### config.mk
export PLATFORM = sky130hd
export DESIGN_NAME = priority_interrupt_controller
export DESIGN_NICKNAME = d
export VERILOG_FILES = /design/src/rtl/pic_pkg.sv /design/src/rtl/pic_cell.sv /design/src/rtl/pic_prio.sv /design/src/rtl/priority_interrupt_controller.sv
export SDC_FILE = /design/constraint.sdc
export NUM_CORES = 2
export LEC_CHECK = 0
export BUFFER_PORTS_ARGS = -buffer_cell sky130_fd_sc_hd__buf_4
export CORE_ASPECT_RATIO = 0.5
export CORE_MARGIN = 1
export CORE_UTILIZATION = 60
export DETAILED_ROUTE_END_ITERATION = 12
export GPL_ROUTABILITY_DRIVEN = 0
export HOLD_SLACK_MARGIN = 0.15
export PLACE_DENSITY = 0.75
export RECOVER_POWER = 100
export SLEW_MARGIN = 25
export SYNTH_ARGS = -nofsm -noshare
export SYNTH_HDL_FRONTEND = slang
export SYNTH_SLANG_ARGS = --single-unit
### constraint.sdc
create_clock -name clock -period 9.9 [get_ports clock]
set_input_delay 1.485 -clock clock [delete_from_list [all_inputs] [get_ports clock]]
set_output_delay 1.485 -clock clock [all_outputs]
set_load 0.005 [all_outputs]
### src/rtl/pic_pkg.sv
`default_nettype none

package pic_pkg;

   localparam int CB_W    = 8;  // control byte width
   localparam int LVL_W   = 3;  // priority level width
   localparam int SRC_W   = 6;  // source index width
   localparam int BE_W    = 6;  // both-edge select register width
   localparam int REQ_BIT = 3;
   localparam int POL_BIT = 4;
   localparam int LVS_BIT = 5;

   localparam logic [CB_W-1:0] REQ_MASK = CB_W'(1) << REQ_BIT;

   typedef enum logic [1:0] {
      CMD_READ  = 2'd0,
      CMD_WRITE = 2'd1,
      CMD_ACK   = 2'd2,
      CMD_LINE  = 2'd3
   } cmd_type;

   // command as broadcast to every source cell
   typedef struct packed {
      cmd_type         cmd;
      logic [CB_W-1:0] wdata;
      logic            line_level;
   } op_type;

   // posting level of a source and its index, also the winner of the tree
   typedef struct packed {
      logic [LVL_W-1:0] lvl;
      logic [SRC_W-1:0] idx;
   } post_type;

endpackage

`default_nettype wire

### src/rtl/pic_cell.sv
`default_nettype none

module pic_cell #(
   parameter bit IS_EXT = 1'b0
) (
   input  wire logic                      clock,
   input  wire logic                      reset,
   input  wire logic                      sel,
   input  wire pic_pkg::op_type           op,
   input  wire logic                      both_edge,
   output logic [pic_pkg::CB_W-1:0]       cb
);

   logic [pic_pkg::CB_W-1:0] cb_ff, cb_in;
   logic                     line_ff, line_in;

   always_comb begin
      cb_in   = cb_ff;
      line_in = line_ff;
      if (sel) begin
         unique case (op.cmd)
            pic_pkg::CMD_READ: begin
               cb_in = cb_ff;
            end
            pic_pkg::CMD_WRITE: begin
               // a write itself can only clear the request; level sense below may resample it
               cb_in = (cb_ff & op.wdata & pic_pkg::REQ_MASK) |
                       (op.wdata & ~pic_pkg::REQ_MASK);
               if (IS_EXT && op.wdata[pic_pkg::LVS_BIT]) begin
                  cb_in[pic_pkg::REQ_BIT] = (line_ff == op.wdata[pic_pkg::POL_BIT]);
               end
            end
            pic_pkg::CMD_ACK: begin
               cb_in[pic_pkg::REQ_BIT] = 1'b0;
            end
            pic_pkg::CMD_LINE: begin
               line_in = op.line_level;
               if (!IS_EXT) begin
                  // falling edge
                  if (line_ff && !op.line_level) begin
                     cb_in[pic_pkg::REQ_BIT] = 1'b1;
                  end
               end else if (cb_ff[pic_pkg::LVS_BIT]) begin
                  cb_in[pic_pkg::REQ_BIT] = (op.line_level == cb_ff[pic_pkg::POL_BIT]);
               end else if ((line_ff != op.line_level) && !cb_ff[pic_pkg::REQ_BIT] &&
                            (both_edge || (op.line_level == cb_ff[pic_pkg::POL_BIT]))) begin
                  cb_in[pic_pkg::REQ_BIT] = 1'b1;
               end
            end
         endcase
      end
   end

   always_ff @(posedge clock) begin
      if (reset) begin
         cb_ff   <= '0;
         line_ff <= 1'b1;
      end else begin
         cb_ff   <= cb_in;
         line_ff <= line_in;
      end
   end

   assign cb = cb_ff;

endmodule

`default_nettype wire

### src/rtl/pic_prio.sv
`default_nettype none

module pic_prio #(
   parameter int SOURCES = 64
) (
   input  wire pic_pkg::post_type leaf [SOURCES],
   output pic_pkg::post_type      win
);

   localparam int LEAVES = 1 << $clog2(SOURCES);

   // heap layout: node n has children 2n and 2n+1, leaves start at LEAVES
   pic_pkg::post_type node [1:2*LEAVES-1];

   genvar n;
   generate
      for (n = 0; n < LEAVES; n++) begin : g_leaf
         if (n < SOURCES) begin : g_used
            assign node[LEAVES+n] = leaf[n];
         end else begin : g_pad
            assign node[LEAVES+n] = '0;
         end
      end
      for (n = 1; n < LEAVES; n++) begin : g_node
         // left side holds the lower indices, so it wins ties
         assign node[n] = (node[2*n].lvl >= node[2*n+1].lvl) ? node[2*n] : node[2*n+1];
      end
   endgenerate

   always_comb begin
      win = node[1];
      if (node[1].lvl == '0) begin
         win.idx = '0;
      end
   end

endmodule

`default_nettype wire

### src/rtl/priority_interrupt_controller.sv
`default_nettype none

// level-priority interrupt controller with one control byte per source
//
// request channel (req_*): one command per transfer - read or write a control
// byte, acknowledge a source, or report a new level on a source's line
// response channel (rsp_*): exactly one transfer per command, in order; it
// carries the control byte for a read (else zero) and the highest pending
// level with its source index as it stands after that command
// csr port: csr_write_enable loads the both-edge select bits of the
// external lines; write it only while no command is in flight
//
// a command passes through the middle stage into the response register: the
// source cells update at the request transfer, the 64-way priority tree runs
// while the command waits in the middle stage. one command per cycle is
// sustained while the response side keeps up
// a stalled response holds; one more command is taken into the middle stage
// and req_stall rises only when both stages are full
// reset clears all control bytes, sets every stored line high, clears the
// both-edge bits and empties the pipeline

module priority_interrupt_controller #(
   parameter int SOURCES   = 64,
   parameter int EXT_LINES = 6
) (
   input  wire logic                           clock,
   input  wire logic                           reset,
   input  wire logic                           csr_write_enable,
   input  wire logic [pic_pkg::BE_W-1:0]       csr_write_data,
   input  wire logic                           req_valid,
   output logic                                req_stall,
   input  wire logic [1:0]                     req_cmd,
   input  wire logic [pic_pkg::SRC_W-1:0]      req_src_index,
   input  wire logic [pic_pkg::CB_W-1:0]       req_wdata,
   input  wire logic                           req_line_level,
   output logic                                rsp_valid,
   input  wire logic                           rsp_stall,
   output logic [pic_pkg::CB_W-1:0]            rsp_read_data,
   output logic                                rsp_irq_pending,
   output logic [pic_pkg::LVL_W-1:0]           rsp_irq_level,
   output logic [pic_pkg::SRC_W-1:0]           rsp_irq_number
);

   logic                        req_accept;
   logic                        out_load;
   pic_pkg::op_type             op;
   logic [pic_pkg::CB_W-1:0]    cb     [SOURCES];
   pic_pkg::post_type           post   [SOURCES];
   pic_pkg::post_type           win;
   logic [pic_pkg::CB_W-1:0]    rd_byte;

   logic [pic_pkg::BE_W-1:0]    both_edge_ff, both_edge_in;
   logic                        mid_valid_ff, mid_valid_in;
   logic [pic_pkg::CB_W-1:0]    mid_rd_ff, mid_rd_in;
   logic                        rsp_valid_ff, rsp_valid_in;
   logic [pic_pkg::CB_W-1:0]    rsp_rd_ff, rsp_rd_in;
   pic_pkg::post_type           rsp_win_ff, rsp_win_in;

   // handshake: output register loads when empty or draining
   assign out_load   = !rsp_valid_ff || !rsp_stall;
   assign req_stall  = mid_valid_ff && !out_load;
   assign req_accept = req_valid && !req_stall;

   assign op.cmd        = pic_pkg::cmd_type'(req_cmd);
   assign op.wdata      = req_wdata;
   assign op.line_level = req_line_level;

   // one cell per source; the addressed cell updates at the request transfer
   genvar i;
   generate
      for (i = 0; i < SOURCES; i++) begin : g_src
         logic be_bit;
         if (i < pic_pkg::BE_W) begin : g_be
            assign be_bit = both_edge_ff[i];
         end else begin : g_nobe
            assign be_bit = 1'b0;
         end

         pic_cell #(
            .IS_EXT (i < EXT_LINES)
         ) u_cell (
            .clock     (clock),
            .reset     (reset),
            .sel       (req_accept && (req_src_index == pic_pkg::SRC_W'(i))),
            .op        (op),
            .both_edge (be_bit),
            .cb        (cb[i])
         );

         // posting level: zero unless the request flag is set
         assign post[i].lvl = cb[i][pic_pkg::REQ_BIT] ? cb[i][pic_pkg::LVL_W-1:0] : '0;
         assign post[i].idx = pic_pkg::SRC_W'(i);
      end
   endgenerate

   // read mux, out-of-range sources read as zero
   always_comb begin
      rd_byte = '0;
      for (int k = 0; k < SOURCES; k++) begin
         if (req_src_index == pic_pkg::SRC_W'(k)) begin
            rd_byte = cb[k];
         end
      end
   end

   // tree sees the state left by the command in the middle stage, since the
   // next command can only update the cells at the same edge the middle
   // stage drains
   pic_prio #(
      .SOURCES (SOURCES)
   ) u_prio (
      .leaf (post),
      .win  (win)
   );

   always_comb begin
      both_edge_in = csr_write_enable ? csr_write_data : both_edge_ff;

      mid_valid_in = req_accept || (mid_valid_ff && !out_load);
      mid_rd_in    = mid_rd_ff;
      if (req_accept) begin
         mid_rd_in = (op.cmd == pic_pkg::CMD_READ) ? rd_byte : '0;
      end

      rsp_valid_in = rsp_valid_ff;
      rsp_rd_in    = rsp_rd_ff;
      rsp_win_in   = rsp_win_ff;
      if (out_load) begin
         rsp_valid_in = mid_valid_ff;
         if (mid_valid_ff) begin
            rsp_rd_in  = mid_rd_ff;
            rsp_win_in = win;
         end
      end
   end

   always_ff @(posedge clock) begin
      if (reset) begin
         both_edge_ff <= '0;
         mid_valid_ff <= 1'b0;
         rsp_valid_ff <= 1'b0;
      end else begin
         both_edge_ff <= both_edge_in;
         mid_valid_ff <= mid_valid_in;
         rsp_valid_ff <= rsp_valid_in;
      end
   end

   // payload registers
   always_ff @(posedge clock) begin
      mid_rd_ff  <= mid_rd_in;
      rsp_rd_ff  <= rsp_rd_in;
      rsp_win_ff <= rsp_win_in;
   end

   assign rsp_valid       = rsp_valid_ff;
   assign rsp_read_data   = rsp_rd_ff;
   assign rsp_irq_level   = rsp_win_ff.lvl;
   assign rsp_irq_number  = rsp_win_ff.idx;
   assign rsp_irq_pending = (rsp_win_ff.lvl != '0);

endmodule

`default_nettype wire

**After elaboration in Yosys (flattened, before gate mapping)**

Cells that the tools add are included.

- Magnitude comparators: 63
- Equality and inequality tests: 148
- Muxes and demuxes: 331
- Bitwise logic cells: 129
- Reductions and logical operators: 352

Operator list:

| operator | number |
|---|---|
| 2-to-1 mux 9 bit | 63 |
| 2-to-1 mux 8 bit | 64 |
| bitwise OR 4 x 8 -> 8 bit | 64 |
| AND reduction 2 bit | 129 |
| bitwise AND 4 bit | 64 |
| == test 6 bit, second input constant | 32 |
| 2-to-1 mux 3 bit | 64 |
| one-hot mux 1 bit (3 select lines) | 64 |
| AND reduction 3 bit | 64 |
| >= comparator 3 bit | 63 |
| logical AND 1 bit | 136 |
| inequality test 2 x 1 -> 1 bit, second input constant | 58 |
| == test 6 x 5 -> 1 bit, second input constant | 16 |
| 2-to-1 mux 1 bit | 76 |
| == test 6 x 4 -> 1 bit, second input constant | 8 |
| == test 6 x 3 -> 1 bit, second input constant | 4 |
| inequality test 3 x 1 -> 1 bit, second input constant | 6 |
| == test 1 bit | 12 |
| == test 6 x 2 -> 1 bit, second input constant | 2 |
| zero test 1 bit | 11 |
| logical OR 1 bit | 8 |
| == test 6 x 1 -> 1 bit, second input constant | 1 |
| zero test 6 bit | 1 |
| inequality test 1 bit | 6 |
| 6 further kinds | 7 |

- Register bits: 609
- Bits of input ports: 28
- Output and inout bits: 20
- Word-level logic and storage cells: 1222

**Longest topological paths before layout**

- Word-level depth: 65
- Depth in mapped cells: 43
- Depth with buffers taken out: 40

**Cells and area by module**

From an unflattened synthesis, not the netlist that was laid out.

- Cell total of the unflattened synthesis: 4968
- Area total of the unflattened synthesis: 41763.8 sq um

Modules (own cells, without submodules):

| module | instances | cells each | area an instance (sq um) | sequential area each (sq um) |
|---|---|---|---|---|
| pic_cell at g_src[10].u_cell ... | 58 | 36 | 356.6 | 180.2 |
| pic_prio | 1 | 1401 | 10412.5 | 0.0 |
| priority_interrupt_controller | 1 | 1209 | 8124.0 | 910.9 |
| pic_cell at g_src[0].u_cell ... | 6 | 45 | 424.2 | 180.2 |

**Worst setup path after synthesis**

Ideal clock, no wire load.

- Path kind: register to register
- Start point: register g_src[56].u_cell.cb_ff, in the netlist g_src[56].u_cell.cb[3]
- End point: register rsp_win_ff, in the netlist rsp_irq_number[0], data pin
- Library setup time: 0.278 ns
- Data arrival time: 7.517 ns
- Required time: 9.622 ns
- Slack: 2.105 ns
- Stages on the path, launching flop included: 37
- Buffers on the path: 2
- Period minus slack after synthesis: 7.795 ns
- Cells stage by stage: dfxtp_1 -> nand2_1 -> ha_1 -> nor2b_1 -> o21ai_1 -> mux2i_1 -> inv_1 -> ha_1 -> o21ai_0 -> a21oi_1 -> mux2i_1 -> inv_1 -> ha_1 -> o21ai_0 -> a21oi_1 -> nand2b_1 -> o221ai_1 -> ha_1 -> nand2b_1 -> a21o_1 -> a21oi_1 -> clkbuf_1 -> o21ai_0 -> ha_1 -> nand2b_1 -> a21oi_1 -> inv_1 -> a21o_1 -> buf_1 -> or3_1 -> o211ai_2 -> ha_1 -> nand2b_1 -> a21o_1 -> a21o_1 -> mux2i_1 -> a32oi_1

- Word-level cells in the longest chain between the ends: 14

RTL lines:

| what | RTL line | RTL |
|---|---|---|
| start, declared | pic_cell.sv:14 | `logic [pic_pkg::CB_W-1:0] cb_ff, cb_in;` |
| start signal, assigned | pic_cell.sv:59 | `cb_ff <= cb_in;` |
| 2-to-1 mux 3 bit (*) | priority_interrupt_controller.sv:91 | `assign post[i].lvl = cb[i][pic_pkg::REQ_BIT] ? cb[i][pic_pkg::LVL_W-1:0] : '0;` |
| >= comparator 3 bit | pic_prio.sv:26 | `assign node[n] = (node[2*n].lvl >= node[2*n+1].lvl) ? node[2*n] : node[2*n+1];` |
| 2-to-1 mux 9 bit (*) | pic_prio.sv:26 |  |
| >= comparator 3 bit | pic_prio.sv:26 |  |
| 2-to-1 mux 9 bit (*) | pic_prio.sv:26 |  |
| >= comparator 3 bit | pic_prio.sv:26 |  |
| 2-to-1 mux 9 bit (*) | pic_prio.sv:26 |  |
| >= comparator 3 bit | pic_prio.sv:26 |  |
| 2-to-1 mux 9 bit (*) | pic_prio.sv:26 |  |
| >= comparator 3 bit | pic_prio.sv:26 |  |
| 2-to-1 mux 9 bit (*) | pic_prio.sv:26 |  |
| >= comparator 3 bit | pic_prio.sv:26 |  |
| 2-to-1 mux 9 bit (*) | pic_prio.sv:26 |  |
| zero test 3 bit | pic_prio.sv:32 | `if (node[1].lvl == '0) begin` |
| end signal, assigned | priority_interrupt_controller.sv:153 | `rsp_win_ff <= rsp_win_in;` |
| end, declared | priority_interrupt_controller.sv:57 | `pic_pkg::post_type rsp_win_ff, rsp_win_in;` |

Mark *: on every way between the ends. The rest lies on a longest branch, timed or not.
A chain may end at the register's enable or synchronous reset.

**Worst setup path in the final report**

- Start point: input port req_src_index[0] in the netlist's numbering
- End point: register mid_rd_ff[6] in the netlist's numbering, data pin

- Word-level cells in the longest chain between the ends: 65
- Elaborated cells on any way between the ends: 128
- Classes of those cells: 63 x eq/ne; 64 x mux; 1 x reduce/logical

RTL lines:

| what | RTL line | RTL |
|---|---|---|
| start, declared | priority_interrupt_controller.sv:33 | `input wire logic [pic_pkg::SRC_W-1:0] req_src_index,` |
| zero test 6 bit | priority_interrupt_controller.sv:100 | `if (req_src_index == pic_pkg::SRC_W'(k)) begin` |
| 2-to-1 mux 8 bit (63 in series) | priority_interrupt_controller.sv:100 |  |
| 2-to-1 mux 8 bit (*) | priority_interrupt_controller.sv:100 |  |
| end signal, assigned | priority_interrupt_controller.sv:151 | `mid_rd_ff <= mid_rd_in;` |
| end, declared | priority_interrupt_controller.sv:54 | `logic [pic_pkg::CB_W-1:0] mid_rd_ff, mid_rd_in;` |

Marks and branches as above.

==> impl_metrics.py <==
metrics = {
    "yosys": {
        "syn_inst": 4747,
        "ys_seq_area_frac": 0.352,
        "synth-seq-cells": 609,
        "synth_edf_count": 25,
        "ys_warn_count": 0,
        "async_flop_share": 0,
        "synth.distinct_cells": 87,
        "post-synth-top-area-fraction": 0.331,
        "syn_avg_cell_area_um2": 7.45,
        "synthFlopType": "dfxtp_1",
        "synth_nets": 4964,
        "netlist_area_um2": 35400,
        "synthTopCellsByArea": "dfxtp_1 (33%), nand2_1 (13%), a21oi_1 (9.2%), ha_1 (6.7%), mux2i_1 (6.4%)",
        "synth_area_leader_cell": "dfxtp_1",
    },
    "sta": {
        "final-hold-violation-count": 0,
        "setup_violations": 0,
        "slew_headroom": -3.41,
        "slew_viol_final": 671,
        "rsz0062_at_grt": "false",
        "finalCriticalPeriod_ns": 9.71,
        "period_share": 0.981,
        "worst_pin_slew_ns": 6.61,
        "tns_ns": 0,
        "skew_ns": 0.0141,
        "max_freq_mhz": 103,
    },
    "placed_design": {
        "dp.cells": 5351,
        "port_buffers": 47,
        "dpl.hpwl_mm": 88.7,
    },
    "pwr": {
        "peakVddDrop_mv": 0.118,
        "power.density_nw_per_um2": 135,
        "p_leak_nw": 14.6,
    },
    "grt": {
        "grt.busiest_layer": "met2",
        "use_met2": 0.601,
        "grt-ovfl-total": 0,
        "grt_max_degree": 136,
        "antenna_found_initial": 9,
        "gr-usage-met1": 0.570,
        "grt_usage": 0.426,
        "first_global_vias": 33916,
        "grt_use_met3": 0.171,
        "grt_pass1_wl_mm": 200,
    },
    "final_layout": {
        "syn2layout_area_growth_pct": 6.96,
        "fillers": 5003,
        "regArea_um2": 12400,
        "nets": 4857,
        "layoutNonFillerInstCount": 5466,
        "layout-drive-gt1-share": 0.0572,
        "multi_input_area_um2": 20900,
    },
    "hold_path": {
        "hold_class": "flop to flop",
    },
    "floorplan": {
        "die_h_um": 174,
        "core_um2": 57800,
        "die_x_um": 345,
        "rows": 62,
        "initial_core_util": 0.612,
        "dieArea_um2": 60000,
        "ios": 48,
    },
    "clock_network": {
        "cts_tree": "built",
        "cts-root-buf": "clkbuf_16",
        "clk_pin_slew_ns": 0.07,
        "clock_path_buffers": 3,
        "cts_hold_buf": 0,
        "cts.sinks": 609,
        "cts_setup_buffers": 0,
        "cts_max_level": 2,
        "numCtsBuffers": 55,
        "insertion_delay_ns": 0.63,
        "cts_resized": 0,
    },
    "drt": {
        "routedWlPerCell_um": 24.3,
        "via_count": 36949,
        "wirelength_mm": 133,
        "vias_per_cell": 6.76,
        "first_pass_iters": 8,
        "drtIter0Drc": 6099,
        "drc": 0,
        "ant_nets": 0,
    },
    "setup_path": {
        "path_delay_family": "simple AND/OR/NAND/NOR gates",
        "cp_num_buf_inv": 2,
        "cp_cell_sequence": "buf_4 -> clkbuf_1 -> nand2_1 -> nor3_1 -> a32o_1 -> nor4_1 -> o31ai_1 -> a21oi_1 -> o31ai_1 -> a21oi_1 -> o21ai_0",
        "slowest_stage": "nand2_1",
        "cp_max_fo": 36,
        "crit_path_start_kind": "input port",
        "crit_type": "input port to flop",
        "crit_path_end_kind": "flop",
        "worstPathArrival_ns": 10.06,
        "worstPathRequired_ns": 10.25,
        "critPathMaxStageDelay_ns": 1.82,
    },
    "run_status": {
        "status": "finished, violations left",
        "violations": "max-capacitance violations, max-slew violations",
    },
    "run": {
        "cap_violations": 9,
    },
}
where the power goes:
part | total, W | switching [W] | internal, W
Sequential | 0.00248 | 0.00000801 | 0.00248
Clock | 0.00226 | 0.00104 | 0.00122
Combinational | 0.000368 | 0.000301 | 0.0000667
Total | 0.00511 | 0.00135 | 0.00376
metrics by stage:
step	area (µm²)	hold WS, ns	setup slack, ns	utilization	power (W)
6_report	37800	0.419	0.191	0.654	0.00511
5_1_grt	37800	0.425	0.0693	0.654	0.00518
4_1_cts	37900	0.423	0.775	0.655	0.00505
3_5_place_dp	36000	0.408	0.800	0.624	0.00288
3_3_place_gp	36000	0.403	1.14	0.624	0.00288
2_1_floorplan	35400	0.400	2.11	-	0.00273
worst reg2reg max path, delay by kind of cell, from the launching register on:
kind                     cells  cell delay [ns]
AO/OA/AOI/OAI               14             3.83
adder cells (fa/ha/maj)      6             1.74
buffers and inverters        3             0.25
flip-flops                   1             0.47
multiplexers                 4             1.61
AND/OR/NAND/NOR              9             1.17
cells in the final DEF, fill, tap and decap left out, types with 26 or more instances in the layout:
master / Yosys / layout
a21boi_0: 62 / 62
a21oi_1: 647 / 647
a22oi_1: 40 / 40
a311o_1: 61 / 61
buf_4: 12 / 81
clkbuf_1: 188 / 26
clkbuf_16: 0 / 57
dfxtp_1: 584 / 584
ha_1: 189 / 189
inv_1: 222 / 222
mux2i_1: 225 / 227
nand2_1: 1241 / 1241
nand2b_1: 33 / 33
nand3_1: 115 / 115
nor2_1: 289 / 286
nor2b_1: 47 / 46
nor3_1: 45 / 45
o211ai_1: 39 / 39
o21ai_0: 191 / 192
o21ai_1: 33 / 32
o221ai_1: 27 / 27
o22ai_1: 57 / 57
registers in the layout (all words and copies together) (netlist names):
register	flops
rsp_irq_number	6
both_edge_ff	6
mid_valid_ff	1
mid_rd_ff	8
rsp_read_data	8
rsp_irq_level	3
rsp_valid	1
g_src.u_cell.line_ff	64
g_src.u_cell.cb	512
synthesized netlist by cell type, types with 39 or more instances:
master	n
nand2_1	1241
a21oi_1	647
dfxtp_1	584
nor2_1	289
mux2i_1	225
inv_1	222
o21ai_0	191
ha_1	189
clkbuf_1	188
nand3_1	115
a21boi_0	62
a311o_1	61
o22ai_1	57
nor2b_1	47
buf_2	45
nor3_1	45
a22oi_1	40
o211ai_1	39
metal layers:
metal	wire (µm)	up-vias
met5	86	-
met4	6480	8
met1	51200	17313
met2	52200	2747
li1	-	16344
met3	22700	537
cells by family after synthesis:
group | count (synthesis) | share of synthesized area
xor+xnor | 13 | 0.00322
compound gates | 1322 | 0.226
mux | 252 | 0.0737
flops | 609 | 0.352
fa+ha+maj | 189 | 0.0669
simple gates | 1864 | 0.221
buf+inv | 498 | 0.0570
final timing paths:
| kind | from | endpoint | slack (ns) | depth (start not counted) |
|---|---|---|---|---|
| worst max-delay path | req_src_index[0] | mid_rd_ff[6] | 0.19 | 11 |
| worst min-delay path | mid_rd_ff[1] | rsp_read_data[1] | 0.42 | 0 |
| worst max register to register | g_src[1].u_cell.cb[3] | rsp_irq_number[0] | 0.56 | 36 |
| worst min register to register | mid_rd_ff[1] | rsp_read_data[1] | 0.42 | 0 |
cell type report:
| class | instances | share of cell area |
|---|---|---|
| multi-input combinational | 3640 | 0.554 |
| sequential | 609 | 0.329 |
| clock buffer | 83 | 0.0432 |
| tap | 768 | 0.0254 |
| inverter | 222 | 0.0220 |
| timing repair buffer | 112 | 0.0210 |
| clock inverter | 18 | 0.00483 |
| antenna | 14 | 0.000926 |
Power figures use the tool's default switching activity.
